## src/pwl_pkg.sv

```systemverilog
// Shared types, constants and codes for the piecewise linear interpolation table.
package pwl_pkg;

   localparam int DefaultDepth = 256;

   localparam logic [1:0] OP_CLEAR = 2'd0;
   localparam logic [1:0] OP_LOAD  = 2'd1;
   localparam logic [1:0] OP_QUERY = 2'd2;

   localparam logic [1:0] ST_OK    = 2'd0;
   localparam logic [1:0] ST_EMPTY = 2'd1;
   localparam logic [1:0] ST_FULL  = 2'd2;

   typedef struct packed {
      logic [1:0]         opcode;
      logic [31:0]        key;
      logic signed [31:0] load_real;
      logic signed [31:0] load_imag;
   } req_type;

   typedef struct packed {
      logic signed [31:0] result_real;
      logic signed [31:0] result_imag;
      logic [1:0]         status;
   } rsp_type;

   // one table entry as held in memory
   typedef struct packed {
      logic [31:0] key;
      logic [31:0] re;
      logic [31:0] im;
   } point_type;

endpackage

```

## src/pwl_div.sv

```systemverilog
// Shared unsigned restoring divider: 64-bit dividend by 33-bit divisor, one bit a cycle.
module pwl_div
   import pwl_pkg::*;
(
   input  logic        clock,
   input  logic        reset,
   input  logic        start,
   input  logic [63:0] dividend,
   input  logic [32:0] divisor,
   output logic        done,
   output logic [63:0] quotient
);
   logic [63:0] quo_ff, quo_in;
   logic [33:0] rem_ff, rem_in;
   logic [32:0] dvs_ff, dvs_in;
   logic [6:0]  cnt_ff, cnt_in;
   logic        run_ff, run_in;
   logic        done_ff, done_in;
   logic [33:0] trial;
   logic [34:0] diff;

   always_comb begin
      quo_in  = quo_ff;
      rem_in  = rem_ff;
      dvs_in  = dvs_ff;
      cnt_in  = cnt_ff;
      run_in  = run_ff;
      done_in = 1'b0;
      trial   = {rem_ff[32:0], quo_ff[63]};
      diff    = {1'b0, trial} - {2'b00, dvs_ff};
      if (start) begin
         quo_in = dividend;
         rem_in = '0;
         dvs_in = divisor;
         cnt_in = 7'd64;
         run_in = 1'b1;
      end else if (run_ff) begin
         if (!diff[34]) begin
            rem_in = diff[33:0];
            quo_in = {quo_ff[62:0], 1'b1};
         end else begin
            rem_in = trial;
            quo_in = {quo_ff[62:0], 1'b0};
         end
         cnt_in = cnt_ff - 7'd1;
         if (cnt_ff == 7'd1) begin
            run_in  = 1'b0;
            done_in = 1'b1;
         end
      end
   end

   always_ff @(posedge clock) begin
      quo_ff <= quo_in;
      rem_ff <= rem_in;
      dvs_ff <= dvs_in;
      cnt_ff <= cnt_in;
      if (reset) begin
         run_ff  <= 1'b0;
         done_ff <= 1'b0;
      end else begin
         run_ff  <= run_in;
         done_ff <= done_in;
      end
   end

   assign done     = done_ff;
   assign quotient = quo_ff;

   a_done_after_run: assert property (@(posedge clock) disable iff (reset)
      done |-> $past(run_ff))
      else $error("divider done without a run");
   a_cnt_nonzero: assert property (@(posedge clock) disable iff (reset)
      run_ff |-> cnt_ff != 7'd0)
      else $error("divider running with zero count");
   a_start_idle: assert property (@(posedge clock) disable iff (reset)
      start |-> !run_ff)
      else $error("divider restarted while busy");
endmodule

```

## config.mk

```make
export PLATFORM = sky130hd
export DESIGN_NAME = pwl_div
export DESIGN_NICKNAME = d
export VERILOG_FILES = /design/src/pwl_pkg.sv /design/src/pwl_div.sv
export SDC_FILE = /design/constraint.sdc
export NUM_CORES = 1
export LEC_CHECK = 0
export ABC_AREA = 0
export BUFFER_PORTS_ARGS = -buffer_cell sky130_fd_sc_hd__buf_2
export CORE_MARGIN = 2
export CORE_UTILIZATION = 60
export CTS_BUF_LIST = sky130_fd_sc_hd__clkbuf_4 sky130_fd_sc_hd__clkbuf_8
export CTS_CLUSTER_DIAMETER = 40
export DETAILED_ROUTE_END_ITERATION = 8
export PLACE_DENSITY = 0.83
export RECOVER_POWER = 25
export SLEW_MARGIN = 20
export SYNTH_ARGS = -nofsm -noshare
export SYNTH_HDL_FRONTEND = slang
export SYNTH_SLANG_ARGS = --single-unit
```

## constraint.sdc

```tcl
create_clock -name clock -period 9.5 [get_ports clock]
set_clock_uncertainty 0.15 [all_clocks]
set_input_delay 0.95 -clock clock [delete_from_list [all_inputs] [get_ports clock]]
set_output_delay 0.95 -clock clock [all_outputs]
set_load 0.005 [all_outputs]
```

Yosys cells after proc, flatten, opt, wreduce, memory -nomap -nowiden
Index checks and enable logic that the tools add are counted.
{"block": "classes", "n_addsub": 2, "eq_ne": 1, "reduce_logical": 2, "muxes": 8, "n_bitwise": 1}
{"operator": "64-bit 2-to-1 mux", "count": 2}
{"operator": "34-bit by 33-bit subtractor with 35-bit output", "count": 1}
{"operator": "33-bit 2-to-1 mux", "count": 1}
{"operator": "7-bit by 1-bit == test with 1-bit output, second input constant", "count": 1}
{"operator": "7-bit by 1-bit subtractor with 7-bit output, second input constant", "count": 1}
{"operator": "1-bit 2-to-1 mux", "count": 5}
{"operator": "3-bit OR reduction", "count": 1}
{"operator": "2-bit nonzero test", "count": 1}
{"operator": "1-bit inverter", "count": 1}
{"block": "totals", "input_bits": 100, "ff_bits": 139}

Longest topological paths before layout
{"block": "logic_depth", "word_depth": 4, "mapped_depth": 14, "mapped_depth_nobuf": 12}

Worst setup path after synthesis
No wires, ideal clock.
{"block": "synth_timing", "path_kind": "register to register", "from": "register quo_ff[63], in the netlist quotient[63]", "to": "register quo_ff[0], in the netlist quotient[0], data pin", "stages_incl_launch_ff": 14, "period_less_slack_ns": 3.223, "t_required_ns": 9.090, "arrival_ns": 2.813, "slack_ns": 6.277, "path_cell_list": "edfxtp_1 > inv_1 > ha_1 > inv_1 > fa_1 > a21o_1 > a221oi_1 > a211o_1 > o31ai_4 > o22ai_2 > o211ai_2 > buf_6 > buf_6 > mux2_2"}
{"block": "synth_between", "elab_chain_len": 4}
{"element": "start: declaration", "line_no": "pwl_div.sv:13", "text": "logic [63:0] quo_ff, quo_in;"}
{"element": "start signal: assignment", "line_no": "pwl_div.sv:54", "text": "quo_ff <= quo_in;"}
{"element": "34-bit by 33-bit subtractor with 35-bit output", "line_no": "pwl_div.sv:30", "text": "diff = {1'b0, trial} - {2'b00, dvs_ff};"}
{"element": "1-bit 2-to-1 mux", "line_no": "pwl_div.sv:38", "text": "if (!diff[34]) begin"}
{"element": "64-bit 2-to-1 mux", "line_no": "pwl_div.sv:37", "text": "end else if (run_ff) begin"}
{"element": "64-bit 2-to-1 mux", "line_no": "pwl_div.sv:31", "text": "if (start) begin"}
{"element": "named net quo_in[0]", "line_no": "pwl_div.sv:13"}
The timed path passes the listed nets, and every way through them passes these cells. The select of a mux whose other input is x is not followed.
A chain may end at the register's enable or synchronous reset.

==> flow_metrics.py <==
metrics = {
    "power_and_ir_drop": {
        "peakVddDrop_uv": 142,
        "p_leak_nw": 3.71,
        "power.density_nw_per_um2": 175,
    },
    "drt": {
        "postRouteAntennaNets": 0,
        "via_per_inst": 5.67,
        "avgRoutedWirePerCell_um": 16.1,
        "drc": 0,
        "drt-initial-drc-count": 373,
        "firstDrtPassIters": 5,
        "dr_total_vias": 5793,
        "finalWirelength_mm": 16.5,
    },
    "job": {
        "timing.max_cap.violations": 1,
    },
    "sta": {
        "post-route-period-util_pct": 51.2,
        "finalHoldViolCount": 0,
        "fmax_mhz": 205,
        "fin_hold_ws_ns": 0.328,
        "grt_setup_unrepaired": "no",
        "fin_setup_tns_ns": 0,
        "setup_violations": 0,
        "slew_violations": 70,
        "period_minus_slack_ns": 4.87,
        "worstMarginPinSlew_ns": 3.40,
        "slew_headroom_pct": -127,
    },
    "worst_setup_path": {
        "path_class": "input port to flop",
        "end_kind": "flop",
        "crit_path_max_fanout": 78,
        "cp_cell_sequence": "clkbuf_1, buf_4, nor2b_1, a311o_1",
        "r2r-end": "rem_ff[3]",
        "cp_slowest_cell": "clkbuf_1",
        "crit_buf_inv": 2,
        "cpPeakStageDelay_ns": 2.35,
        "start_kind": "input port",
        "critPathTopFamily": "buffers and inverters",
        "r2r_slack_ns": 5.48,
        "r2r-start": "quotient[63]",
        "rr_worst_depth": 12,
        "arrival_ns": 5.04,
        "worstPathRequired_ns": 9.68,
    },
    "cells_and_area": {
        "final_cells": 1022,
        "utilization_pct": 72.1,
        "fin_nets": 977,
        "drive_above_1_share_pct": 31.5,
        "diodes": 0,
        "fin_area_um2": 8700,
        "synthToLayoutAreaGrowth_pct": 16.9,
    },
    "min_path": {
        "hold_path.class": "flop to flop",
        "whs_path_depth": 2,
        "whs_endpoint": "rem_ff[32]",
        "min_from": "rem_ff[32]",
    },
    "clock_network": {
        "clk_pin_slew_ns": 0.08,
        "cts_tree": "done",
        "cts.repair.resized": 0,
        "cts_made_buffers": 17,
        "clock_sinks": 139,
        "clock_latency_ns": 0.45,
        "postCtsSetupBuffers": 0,
        "cts_hold_buf": 0,
        "clockBufferDepth": 2,
        "htreeDepth": 4,
        "root_buffer": "clkbuf_8",
    },
    "placement": {
        "hpwl_mm": 11.8,
        "dp.cells": 990,
        "gp_congestion": 0.971,
        "dpl_cell_area_um2": 8340,
        "portBuffers": 164,
    },
    "synthesis": {
        "syn_avg_cell_area_um2": 10.8,
        "synth_fa_ha_area_share_pct": 6.15,
        "synth_simple_gate_area_share_pct": 12.2,
        "yosysUniqueCellTypes": 54,
        "synth_top_area_share_pct": 39.1,
        "syn_inst": 691,
        "synthFlopType": "edfxtp_1",
        "synth-compound-area-share_pct": 12.8,
        "yosys.area.top_type": "edfxtp_1",
        "synth_area_leaders": "edfxtp_1, dfxtp_1, mux2_2, ha_1, nand2_1",
        "ys_warn_count": 0,
        "synth_edf_count": 97,
        "synth.yosys.seq_area_share_pct": 50.4,
        "synth_seq_cells": 139,
        "syn_area_um2": 7440,
        "synth_nets": 827,
        "synthMuxAreaShare_pct": 9.97,
        "synth-xor-area-share_pct": 4.12,
        "synth_top_family_by_area": "compound AO/OA/AOI/OAI gates",
        "async_reset_ff_share_pct": 0,
    },
    "global_route": {
        "grt_use_met3_pct": 7.27,
        "grt_pass1_vias": 5600,
        "busiest_layer": "met2",
        "gr-usage-met1_pct": 30.6,
        "grt_usage_pct": 25.0,
        "gr-total-overflow": 0,
        "grt_pass1_wl_mm": 26.2,
        "grt_max_degree": 81,
        "use_met2_pct": 42.3,
        "antenna_found_initial": 0,
    },
    "floorplanning": {
        "io_pins": 165,
        "core_um2": 12100,
        "die_w_um": 115,
        "row_count": 40,
        "start_util_pct": 61.7,
        "dieArea_um2": 13300,
        "die_h_um": 115,
    },
    "run_status": {
        "status": "complete, but fails checks",
        "violations": "max-capacitance violations, max-slew violations",
    },
}
[logic make-up (layout without fill, tap and decap cells)]
kind of cell    Yosys count  in the layout
buf+inv                  80            243
xor+xnor                 35             35
compound gates          140            140
fa+ha+maj                36             36
mux                      66             66
flops                   139            139
simple gates            195            195
[cell type report]
class	count	area (um2)
clock buffers	18	241
repair buffers	168	850
fillers	841	3360
well taps	168	210
flip-flops and latches	139	3750
clock inverters	14	120
inverters	43	161
multi-input cells	472	3360
[how the worst max path moves through the flow]
stage                     depth (start not counted)          from     endpoint  slack [ns]
after detailed placement                         12  quotient[63]   rem_ff[22]        5.59
final                                             4         start   rem_ff[24]        4.63
after CTS                                        12  quotient[63]    rem_ff[3]        5.57
after global placement                           12  quotient[63]   rem_ff[25]        5.80
after floorplan                                  13  quotient[63]  quotient[0]        6.28
after global routing                              4         start   rem_ff[24]        4.23
[worst min-delay path, stage by stage (launching register included)]
cell      delay (ns)
dfxtp_1         0.32
inv_1           0.05
a221oi_1        0.06
[registers in the layout (all words and copies together), names as in the netlist]
signal / count
cnt_ff: 7
done: 1
dvs_ff: 33
quotient: 64
rem_ff: 33
run_ff: 1
[cells in the final DEF, fill, tap and decap left out, types with 4 or more instances in the layout]
master      n
mux2_2     65
nor2_1     52
nor2b_1     4
inv_1      43
buf_2     163
nor4_1      4
and3_1      9
dfxtp_1    41
xnor2_1    20
nand4_1     7
inv_6       4
nand2b_1    9
nand2_1    74
buf_4       4
a31oi_1     6
nor3b_1     7
a21oi_1    39
nor3_1     10
a211oi_1    4
o211ai_1    4
o21ai_0    28
edfxtp_1   97
a311oi_1   21
clkbuf_8   17
ha_1       35
xor2_1     15
a21o_1     10
nand3_1     6
[metal layers]
metal / share of wire, % / wire length, um
met1: 42 / 6910
met2: 51 / 8430
met3: 5.7 / 937
met4: 1.3 / 220
met5: 0 / 0
[report_power, final]
part           total, W  switching (W)  internal, W
clock network  0.000443       0.000233     0.000210
logic          0.000329       0.000181     0.000148
registers      0.000747      0.0000331     0.000714
total           0.00152       0.000447      0.00107
[Yosys cell counts (2+ instances only)]
| cell | n |
|---|---|
| nand2b_1 | 9 |
| nor3b_1 | 7 |
| buf_6 | 3 |
| xnor2_1 | 20 |
| nand4_1 | 7 |
| a311oi_1 | 21 |
| o21bai_1 | 3 |
| buf_1 | 6 |
| and3_1 | 9 |
| inv_1 | 43 |
| a21o_1 | 10 |
| edfxtp_1 | 97 |
| and2_1 | 2 |
| a211oi_1 | 4 |
| a21oi_1 | 39 |
| clkbuf_1 | 24 |
| nor3_1 | 10 |
| a211o_1 | 3 |
| buf_2 | 4 |
| or3_1 | 3 |
| mux2_2 | 65 |
| nor2b_1 | 4 |
| o21ai_0 | 28 |
| a311o_1 | 3 |
| nor2_1 | 52 |
| xor2_1 | 15 |
| nand2_1 | 74 |
| a31oi_1 | 6 |
| o31ai_1 | 3 |
| dfxtp_1 | 42 |
| o211ai_1 | 4 |
| ha_1 | 35 |
| a21boi_0 | 2 |
| a221oi_1 | 3 |
| nand3_1 | 6 |
| and4_1 | 2 |
| or2_2 | 3 |
| nor4_1 | 4 |
[through the flow]
stage                     total power [W]  setup WS [ns]
after floorplan                  0.000979           6.28
after global placement            0.00107           5.80
after detailed placement          0.00108           5.59
after CTS                         0.00152           5.57
after global routing              0.00160           4.23
final                             0.00152           4.63
Note: power is estimated with default switching activity, not from simulation.
