===== config.mk =====
export PLATFORM = sky130hd
export DESIGN_NAME = pwl_ctrl
export DESIGN_NICKNAME = d
export VERILOG_FILES = /design/src/pwl_pkg.sv /design/src/pwl_ctrl.sv
export SDC_FILE = /design/constraint.sdc
export NUM_CORES = 2
export LEC_CHECK = 0
export BUFFER_PORTS_ARGS = -buffer_cell sky130_fd_sc_hd__buf_2
export CAP_MARGIN = 30
export CELL_PAD_IN_SITES_DETAIL_PLACEMENT = 0
export CELL_PAD_IN_SITES_GLOBAL_PLACEMENT = 1
export CORE_UTILIZATION = 40
export CTS_BUF_LIST = sky130_fd_sc_hd__clkbuf_4
export CTS_CLUSTER_DIAMETER = 50
export DETAILED_ROUTE_END_ITERATION = 7
export GPL_TIMING_DRIVEN = 0
export MAX_ROUTING_LAYER = met4
export PLACE_DENSITY_LB_ADDON = 0.1
export SETUP_SLACK_MARGIN = 0.05
export SLEW_MARGIN = 20
export SYNTH_ARGS = -nofsm -noshare
export SYNTH_HDL_FRONTEND = slang
export SYNTH_SLANG_ARGS = --single-unit

===== constraint.sdc =====
create_clock -name clock -period 9.7 [get_ports clock]
set_clock_uncertainty 0.1 [all_clocks]
set_input_delay 1.455 -clock clock [delete_from_list [all_inputs] [get_ports clock]]
set_output_delay 1.455 -clock clock [all_outputs]
set_load 0.01 [all_outputs]

===== src/pwl_pkg.sv =====
// Shared types, constants and codes for the piecewise linear interpolation table.
package pwl_pkg;

   localparam int DefaultDepth = 256;

   localparam logic [1:0] OP_CLEAR = 2'd0;
   localparam logic [1:0] OP_LOAD  = 2'd1;
   localparam logic [1:0] OP_QUERY = 2'd2;

   localparam logic [1:0] ST_OK    = 2'd0;
   localparam logic [1:0] ST_EMPTY = 2'd1;
   localparam logic [1:0] ST_FULL  = 2'd2;

   typedef struct packed {
      logic [1:0]         opcode;
      logic [31:0]        key;
      logic signed [31:0] load_real;
      logic signed [31:0] load_imag;
   } req_type;

   typedef struct packed {
      logic signed [31:0] result_real;
      logic signed [31:0] result_imag;
      logic [1:0]         status;
   } rsp_type;

   // one table entry as held in memory
   typedef struct packed {
      logic [31:0] key;
      logic [31:0] re;
      logic [31:0] im;
   } point_type;

endpackage


===== src/pwl_ctrl.sv =====
// Sequencer: table clear, sorted insertion by shifting, clamp checks, binary search and lerp.
module pwl_ctrl
   import pwl_pkg::*;
#(
   parameter int TableDepth = DefaultDepth
) (
   input  logic                          clock,
   input  logic                          reset,
   input  logic                          start,
   input  req_type                       req,
   output logic                          busy,
   output logic                          rsp_valid,
   output rsp_type                       rsp,
   output logic                          wr_en,
   output logic [$clog2(TableDepth)-1:0] wr_addr,
   output point_type                     wr_data,
   output logic [$clog2(TableDepth)-1:0] rd_addr,
   input  point_type                     rd_data,
   output logic                          div_start,
   output logic [63:0]                   div_dividend,
   output logic [32:0]                   div_divisor,
   input  logic                          div_done,
   input  logic [63:0]                   div_quotient
);
   localparam int AW = $clog2(TableDepth);
   localparam int CW = $clog2(TableDepth + 1);
   localparam logic [CW-1:0] Full = CW'(TableDepth);

   localparam logic [3:0] S_IDLE   = 4'd0;
   localparam logic [3:0] S_SHIFT  = 4'd1;  // read entry i-1 (compared in S_SHWAIT)
   localparam logic [3:0] S_SHWAIT = 4'd2;
   localparam logic [3:0] S_FIRST  = 4'd3;
   localparam logic [3:0] S_LAST   = 4'd4;
   localparam logic [3:0] S_SRCH   = 4'd5;
   localparam logic [3:0] S_LO     = 4'd6;
   localparam logic [3:0] S_HI     = 4'd7;
   localparam logic [3:0] S_DIVRE  = 4'd8;
   localparam logic [3:0] S_DIVIM  = 4'd9;
   localparam logic [3:0] S_RESP   = 4'd10;
   localparam logic [3:0] S_WAIT   = 4'd11;

   logic [3:0]    state_ff, state_in, ret_ff, ret_in;
   logic [CW-1:0] count_ff, count_in;
   logic [CW-1:0] idx_ff, idx_in, lo_ff, lo_in, hi_ff, hi_in;
   req_type       req_ff, req_in;
   point_type     p1_ff, p1_in;
   logic [31:0]   den_ff, den_in, num_ff, num_in;
   logic [31:0]   mag_ff, mag_in;
   logic          neg_ff, neg_in;
   logic [63:0]   prod_ff, prod_in;
   logic          mulgo_ff, mulgo_in;
   rsp_type       rsp_ff, rsp_in;
   logic          rspv_ff, rspv_in;
   logic [CW-1:0] mid;
   logic [32:0]   dz;
   logic [31:0]   z1, z2, zq;

   always_comb begin
      mid = lo_ff + ((hi_ff - lo_ff) >> 1);
   end

   // pick component for divider pass and form the signed difference
   always_comb begin
      z1 = (state_ff == S_DIVRE || ret_ff == S_DIVRE) ? p1_ff.re : p1_ff.im;
      z2 = (state_ff == S_DIVRE || ret_ff == S_DIVRE) ? rd_data.re : rd_data.im;
      dz = {z2[31], z2} - {z1[31], z1};
      zq = neg_ff ? z1 - div_quotient[31:0] : z1 + div_quotient[31:0];
   end

   always_comb begin
      state_in = state_ff;
      ret_in   = ret_ff;
      count_in = count_ff;
      idx_in   = idx_ff;
      lo_in    = lo_ff;
      hi_in    = hi_ff;
      req_in   = req_ff;
      p1_in    = p1_ff;
      den_in   = den_ff;
      num_in   = num_ff;
      mag_in   = mag_ff;
      neg_in   = neg_ff;
      prod_in  = prod_ff;
      mulgo_in = 1'b0;
      rsp_in   = rsp_ff;
      rspv_in  = 1'b0;
      wr_en    = 1'b0;
      wr_addr  = idx_ff[AW-1:0];
      wr_data  = rd_data;
      rd_addr  = '0;
      div_start = mulgo_ff;
      div_dividend = prod_ff;
      div_divisor  = {1'b0, den_ff};
      case (state_ff)
         S_IDLE: begin
            if (start) begin
               req_in = req;
               rsp_in = '0;
               idx_in = count_ff;
               case (req.opcode)
                  OP_CLEAR: begin
                     count_in = '0;
                     state_in = S_RESP;
                  end
                  OP_LOAD: begin
                     if (count_ff == Full) begin
                        rsp_in.status = ST_FULL;
                        state_in = S_RESP;
                     end else begin
                        state_in = S_SHIFT;
                     end
                  end
                  OP_QUERY: begin
                     if (count_ff == '0) begin
                        rsp_in.status = ST_EMPTY;
                        state_in = S_RESP;
                     end else begin
                        rd_addr  = '0;
                        state_in = S_FIRST;
                     end
                  end
                  default: state_in = S_RESP;
               endcase
            end
         end
         S_SHIFT: begin
            if (idx_ff == '0) begin
               wr_en   = 1'b1;
               wr_data = '{key: req_ff.key, re: req_ff.load_real, im: req_ff.load_imag};
               count_in = count_ff + CW'(1);
               state_in = S_RESP;
            end else begin
               rd_addr  = AW'(idx_ff - CW'(1));
               state_in = S_SHWAIT;
            end
         end
         S_SHWAIT: begin
            rd_addr = AW'(idx_ff - CW'(1));
            if (rd_data.key <= req_ff.key) begin
               wr_en   = 1'b1;
               wr_data = '{key: req_ff.key, re: req_ff.load_real, im: req_ff.load_imag};
               count_in = count_ff + CW'(1);
               state_in = S_RESP;
            end else begin
               wr_en    = 1'b1;
               wr_data  = rd_data;
               idx_in   = idx_ff - CW'(1);
               state_in = S_SHIFT;
            end
         end
         S_FIRST: begin
            rd_addr = AW'(count_ff - CW'(1));
            if (req_ff.key <= rd_data.key) begin
               rsp_in.result_real = rd_data.re;
               rsp_in.result_imag = rd_data.im;
               state_in = S_RESP;
            end else begin
               state_in = S_LAST;
            end
         end
         S_LAST: begin
            if (req_ff.key >= rd_data.key) begin
               rsp_in.result_real = rd_data.re;
               rsp_in.result_imag = rd_data.im;
               state_in = S_RESP;
            end else begin
               lo_in = '0;
               hi_in = count_ff;
               rd_addr  = AW'(CW'(0) + ((count_ff) >> 1));
               state_in = S_SRCH;
            end
         end
         S_SRCH: begin
            // rd_data holds the table entry at mid
            if (lo_ff == hi_ff) begin
               idx_in   = lo_ff - CW'(1);
               rd_addr  = AW'(lo_ff - CW'(1));
               state_in = S_LO;
            end else begin
               if (rd_data.key < req_ff.key) begin
                  lo_in = mid + CW'(1);
                  rd_addr = AW'(mid + CW'(1) + ((hi_ff - mid - CW'(1)) >> 1));
               end else begin
                  hi_in = mid;
                  rd_addr = AW'(lo_ff + ((mid - lo_ff) >> 1));
               end
               if (rd_data.key < req_ff.key && mid + CW'(1) == hi_ff) begin
                  rd_addr = AW'(mid);
               end
            end
         end
         S_LO: begin
            p1_in    = rd_data;
            num_in   = req_ff.key - rd_data.key;
            rd_addr  = AW'(idx_ff + CW'(1));
            state_in = S_HI;
            ret_in   = S_DIVRE;
         end
         S_HI: begin
            rd_addr = AW'(idx_ff + CW'(1));
            den_in  = rd_data.key - p1_ff.key;
            neg_in  = dz[32];
            mag_in  = dz[32] ? 32'(-dz) : dz[31:0];
            state_in = S_WAIT;
         end
         S_WAIT: begin
            // product registered, then the divider takes it
            rd_addr  = AW'(idx_ff + CW'(1));
            prod_in  = 64'(mag_ff) * 64'(num_ff);
            mulgo_in = 1'b1;
            state_in = ret_ff;
         end
         S_DIVRE: begin
            rd_addr = AW'(idx_ff + CW'(1));
            if (div_done) begin
               rsp_in.result_real = zq;
               ret_in   = S_DIVIM;
               state_in = S_HI;
            end
         end
         S_DIVIM: begin
            rd_addr = AW'(idx_ff + CW'(1));
            if (div_done) begin
               rsp_in.result_imag = zq;
               state_in = S_RESP;
            end
         end
         S_RESP: begin
            rspv_in  = 1'b1;
            state_in = S_IDLE;
         end
         default: state_in = S_IDLE;
      endcase
   end

   always_ff @(posedge clock) begin
      req_ff  <= req_in;
      idx_ff  <= idx_in;
      lo_ff   <= lo_in;
      hi_ff   <= hi_in;
      p1_ff   <= p1_in;
      den_ff  <= den_in;
      num_ff  <= num_in;
      mag_ff  <= mag_in;
      neg_ff  <= neg_in;
      prod_ff <= prod_in;
      rsp_ff  <= rsp_in;
      ret_ff  <= ret_in;
      if (reset) begin
         state_ff <= S_IDLE;
         count_ff <= '0;
         rspv_ff  <= 1'b0;
         mulgo_ff <= 1'b0;
      end else begin
         state_ff <= state_in;
         count_ff <= count_in;
         rspv_ff  <= rspv_in;
         mulgo_ff <= mulgo_in;
      end
   end

   assign busy      = (state_ff != S_IDLE);
   assign rsp_valid = rspv_ff;
   assign rsp       = rsp_ff;

   a_count_range: assert property (@(posedge clock) disable iff (reset)
      count_ff <= Full)
      else $error("point count beyond table depth");
   a_rsp_after_resp: assert property (@(posedge clock) disable iff (reset)
      rsp_valid |-> $past(state_ff) == S_RESP)
      else $error("response outside response state");
   a_search_bounds: assert property (@(posedge clock) disable iff (reset)
      state_ff == S_SRCH |-> lo_ff <= hi_ff && hi_ff <= count_ff)
      else $error("search window broken");
   a_one_rsp: assert property (@(posedge clock) disable iff (reset)
      rsp_valid |=> !rsp_valid)
      else $error("two responses for one command");
endmodule


After elaboration in Yosys (flattened, before gate mapping). Cells that the tools add are included.

Flip-flop bits (word level): 465. Input bits: 262. Output and inout port bits: 279. Word-level logic and storage cells: 157.

Add/subtract/negate cells: 19. Multipliers: 1. Magnitude comparators: 4. Eq/ne operators: 31. Multiplexer cells: 57. Reductions and logical operators: 23.

Operator list (number): $pmux 32 s4 (2); $mux 96 (2); $pmux 96 s2 (1); $mux 32 (5); $mux 64 (2); $mux 9 (13); $sub 32x32->32 (3); $mux 66 (1); $le 32x32->1 (2); $mul 32x32->64 (1); $pmux 9 s3 (2); $pmux 8 s6 (1); $mux 4 (11); $pmux 4 s11 (1); $mux 8 (5); $pmux 9 s2 (2); $sub 32x32->33 (1); $add 32x32->32 (1); $ge 32x32->1 (1); $lt 32x32->1 (1); $neg 32->32 (1); $sub 9x1->9 const B (3); $sub 9x9->9 (3); $ne 2x2->1 const B (13); other kinds (31) (57).

Longest topological paths before layout.
Depth in word-level cells: 9. Gate-level depth with buffers: 29. Depth with buffers taken out: 27.

Worst setup path after synthesis. OpenSTA, ideal clock, no wires.

Path kind: reg-to-reg. Start point: reg num_ff[8]. End point: reg prod_ff[63], in the netlist div_dividend[63] (data pin). Library setup time: 0.260 ns. Arrival time: 7.454 ns. Required time: 9.340 ns. Slack: 1.886 ns. Stages on the path, launching flop included: 29. Buffers on the path: 2. Period minus slack after synthesis: 7.814 ns. Path through: edfxtp_1 > clkbuf_1 > nand2_1 > fa_1 > inv_1 > fa_1 > inv_1 > fa_1 > inv_1 > fa_1 > inv_1 > fa_1 > fa_1 > fa_1 > fa_1 > inv_1 > ha_1 > clkbuf_1 > nand3_1 > or4_1 > nor2_1 > a2bb2oi_1 > or3_1 > a21oi_1 > o41ai_4 > o21ai_1 > a311o_1 > a21oi_1 > xnor2_1.

Word-level cells in the longest chain between the ends: 1.

Ends and longest elaborated chain: start: declaration (line pwl_ctrl.sv:47) `logic [31:0] den_ff, den_in, num_ff, num_in;`; start signal: assignment (line pwl_ctrl.sv:243) `num_ff <= num_in;`; $mul 32x32->64 (line pwl_ctrl.sv:209) `prod_in = 64'(mag_ff) * 64'(num_ff);`; end signal: assignment (line pwl_ctrl.sv:246) `prod_ff <= prod_in;`; end: declaration (line pwl_ctrl.sv:50) `logic [63:0] prod_ff, prod_in;`.

Every way passes these cells. A chain may end at the register's enable or synchronous reset.

Worst setup path after layout.
Start point: reg num_ff[19]. End point: reg prod_ff[63], in the netlist div_dividend[63] (data pin).

Same word-level chain as after synthesis.

==> impl_summary.log <==
INFO  metric switching_share = 50.4%
INFO  metric drc_errors = 0
INFO  metric power.density = 298 nW/µm²
INFO  metric ys_dominant_reg_cell = edfxtp_1
INFO  metric boundary_pins = 541
INFO  metric run_status = finished clean
INFO  metric max_ir_drop_vdd = 0.000397 V
INFO  metric finalNetCount = 8540
INFO  metric vias = 48.5k
INFO  metric grt_start_max_net_pins = 51
INFO  metric clockRootBuffer = clkbuf_4
INFO  metric detail_route.vias_per_cell = 5.33
INFO  metric synth_enable_flop_cells = 447
INFO  metric grt_antenna_before_repair = 39
INFO  metric seq_area_frac_synth = 22.4%
INFO  metric min_to = req_ff[92]
INFO  metric finalHoldViolations = 0
INFO  metric end_kind = register
INFO  metric maximum_clock_frequency = 0.106 GHz
INFO  metric placement_rows = 143
INFO  metric number_of_flip_flops_and_latches_in_the_synthesized_netlist = 462
INFO  metric p_leak = 32.4 nW
INFO  metric worst-endpoint-arrival = 10.29 ns
INFO  metric grt_setup_unrepaired = true
INFO  metric tritoncts.num_buffers = 140
INFO  metric clock_latency = 1.18 ns
INFO  metric p_comb_share = 73.8%
INFO  metric gpl.final_weighted_congestion = 1.04
INFO  metric setup.worst_path.start_class = register
INFO  metric drt_iter0_drc = 3980
INFO  metric setup.worst_path.class = reg2reg
INFO  metric grt_use_total = 31.8%
INFO  metric initial_core_util = 40.3%
INFO  metric setup_viol = 0
INFO  metric full_die_area = 155000 µm²
INFO  metric grt.overflow.total = 0
INFO  metric cts_hold_buf = 0
INFO  metric slew-limit-headroom = 21.8%
INFO  metric worstPathMaxFanout = 10
INFO  metric first_pass_grt_wire_length = 345000 µm
INFO  metric via_count_of_the_first_global_routing_pass = 50.0k
INFO  metric clock_power_share = 9.4%
INFO  metric min_path_cells = 1
INFO  metric fin_util = 45.6%
INFO  metric post_route_cells_drive_above_1_share = 14.4%
INFO  metric cts.htree.levels = 4
INFO  metric worst_pin_slew = 1.17 ns
INFO  metric final-max-slew-violation-count = 0
INFO  metric period_needed = 9.47 ns
INFO  metric worst_hold_path_type = in2reg
INFO  metric most_area_hungry_cell_type_in_the_yosys_netlist = fa_1
INFO  metric netlist_area = 61300 µm²
INFO  metric power_switching = 0.0104 W
INFO  metric worst_r2r_startpoint = num_ff[19]
INFO  metric cts_tree = done
INFO  metric rr_worst_depth = 26
INFO  metric dp_hpwl = 196000 µm
INFO  metric layout-area-overhead-vs-synth = 13.0%
INFO  metric clk_path_buf_depth = 3
INFO  metric clock-sinks = 462
INFO  metric netlist_instances = 6210
INFO  metric path_clk_slew = 0.07 ns
INFO  metric reg2reg_setup_slack = 0.23 ns
INFO  metric seqPwrFrac = 16.8%
INFO  metric ys_top_cells_by_area = fa_1, edfxtp_1, ha_1
INFO  metric syn-mean-instance-area = 9.87 µm²
INFO  metric async_flop_share = 0%
INFO  metric power.internal = 0.0102 W
INFO  metric required = 10.52 ns
INFO  metric yosys_warnings = 0
INFO  metric max_capacitance_violation_count = 0
INFO  metric syn_nets = 7825
INFO  metric totalWireLength = 240000 µm
INFO  metric fill_cells = 14.9k
INFO  metric postLayoutCellArea = 69200 µm²
INFO  metric placeableCoreArea = 152000 µm²
INFO  metric final.period_utilization = 97.6%
INFO  metric die_y = 393 µm
INFO  metric synth.lib_cells_used.distinct = 85
INFO  metric detail_route_antenna_nets = 0
INFO  metric drt_first_pass_iters = 5
INFO  metric worst_hold_startpoint = req[92]
INFO  metric postPlaceCellArea = 67100 µm²
INFO  metric regToRegEndpoint = div_dividend[63]
INFO  metric port_buffers = 506
INFO  metric netlist.area_leader.share = 29.6%
INFO  metric floorplan.die.width = 393 µm
INFO  metric detail_route.wl_per_cell = 26.3 µm
[cells in the final DEF, fill, tap and decap left out, types with 15 or more instances in the layout]
cell type  Yosys  final
inv_1       1067   1067
fa_1         907    907
and2_1       616    616
nand2_1      610    610
buf_2         13    523
edfxtp_1     447    447
ha_1         446    446
a21oi_1      236    235
xnor2_1      212    212
clkbuf_1     259    196
nor2_1       197    193
clkbuf_4       0    189
o21ai_0      157    156
a21o_1       130    130
xor2_1        96     96
mux2_2        96     96
clkbuf_2       0     58
nor3_1        58     55
a22o_1        55     55
nand3_1       46     46
diode_2        0     44
nor2b_1       40     40
mux2i_1       39     39
o21a_1        37     37
nand2b_1      34     34
o21bai_1      31     31
clkinv_1       0     30
and3_1        29     29
nand4_1       29     29
buf_4         11     26
a31oi_1       25     25
a211oi_1      22     22
buf_6          0     21
nor4_1        19     19
dfxtp_1       15     15
buf_12         0     15
[kinds of logic (layout without fill, tap and decap cells)]
kind of cell,Yosys count,in the layout,share of synthesized area [%]
fa+ha+maj,1353,1353,38.7
simple gates,1742,1742,14.4
other cells,1,45,0.00612
compound gates,843,843,9.13
xor+xnor,309,309,4.44
buf+inv,1365,2175,8.47
flops,462,462,22.4
mux,135,135,2.40
[how the worst max path moves through the flow]
stage,startpoint,to,slack [ns],cells past startpoint
6_report,num_ff[19],div_dividend[63],0.23,26
5_1_grt,num_ff[7],div_dividend[63],0.05,28
4_1_cts,num_ff[14],div_dividend[58],0.07,26
3_5_place_dp,num_ff[6],div_dividend[58],-0.38,24
3_3_place_gp,start,rsp[20],-1.10,5
2_1_floorplan,num_ff[8],div_dividend[63],1.89,28
[per-layer routing]
| metal | global-route usage (%) | vias to the layer above | share of wire [%] | routed length, µm |
|---|---|---|---|---|
| li1 | - | 21500 | - | - |
| met1 | 40.9 | 24300 | 42 | 101000 |
| met2 | 48.8 | 2150 | 45 | 108000 |
| met3 | 7.37 | 471 | 8.7 | 20800 |
| met4 | 12.0 | 0 | 4.2 | 10100 |
| met5 | - | - | 0 | 0 |
[cells in the mapped netlist, types with 9 or more instances]
master    count
a21boi_0     11
nand2_1     610
mux2i_1      39
nand3_1      46
dfxtp_1      15
o31ai_1      14
a221o_1      12
nand2b_1     34
o21ai_0     157
a22o_1       55
a31oi_1      25
and2_1      616
a21oi_1     236
o21bai_1     31
or2_2         9
fa_1        907
buf_4        11
xor2_1       96
a21o_1      130
and3_1       29
a211oi_1     22
nor3_1       58
inv_1      1067
mux2_2       96
edfxtp_1    447
buf_1        11
nor2b_1      40
buf_2        13
o22ai_1       9
xnor2_1     212
ha_1        446
o21a_1       37
nor2_1      197
nand4_1      29
clkbuf_1    259
or3_1        13
nor4_1       19
nor3b_1       9
[critical path, stage by stage, from the launching register on]
cell and delay, ns:
edfxtp_1 0.54, clkbuf_1 0.75, nand2_1 0.15, fa_1 0.61, inv_1 0.09, fa_1 0.58
fa_1 0.45, fa_1 0.60, fa_1 0.50, fa_1 0.60, inv_1 0.08, fa_1 0.48
inv_1 0.04, ha_1 0.26, ha_1 0.27, clkbuf_1 0.28, nand4_1 0.25, or4_1 0.64
nor2_1 0.15, a2bb2oi_1 0.10, or3_1 0.43, a21oi_1 0.44, o41ai_4 0.17, o21ai_1 0.26
a311o_1 0.22, a21oi_1 0.08, xnor2_1 0.12
[registers in the layout, summed over array words and instances, names as in the netlist, 32 cells and up]
register      count
mag_ff           32
num_ff           32
req_ff           96
den_ff           32
div_dividend     64
rsp              66
p1_ff            96
[what timing repair did]
action | in CTS | in global routing
buffers inserted | 5 | 10
setup endpoints to repair | 10 | 12
gates resized for setup | 15 | 85
[power by group through the flow]
stage	combinational, W	sequential, W	clock (W)
2_1_floorplan	0.0106	0.00354	0
3_3_place_gp	0.0151	0.00355	0
3_5_place_dp	0.0151	0.00349	0
4_1_cts	0.0153	0.00345	0.00202
5_1_grt	0.0170	0.00348	0.00209
6_report	0.0152	0.00346	0.00193
[per-stage QoR]
step / instances / hold slack [ns] / power (W) / setup slack (ns) / setup TNS (ns)
after floorplan: 6210 / 0.485 / 0.0141 / 1.89 / 0
after global placement: 8746 / 0.545 / 0.0186 / -1.10 / -117.36
after detailed placement: 8792 / 0.543 / 0.0186 / -0.376 / -2.10
after CTS: 9034 / 0.193 / 0.0207 / 0.0679 / 0
after global routing: 9083 / 0.254 / 0.0226 / 0.0461 / 0
final: 9094 / 0.345 / 0.0206 / 0.233 / 0
[cell type report]
cell class,count,area (µm²),share of cell area [%]
buffer,294,1240,1.80
inverter,1071,4030,5.82
antenna,44,110,0.159
tap,2030,2540,3.67
clock inverter,50,294,0.425
multi-input combinational,4383,42400,61.3
timing repair buffer,573,3450,4.98
clock buffer,187,1400,2.03
sequential,462,13700,19.8
Note: power is estimated with default switching activity, not from simulation.
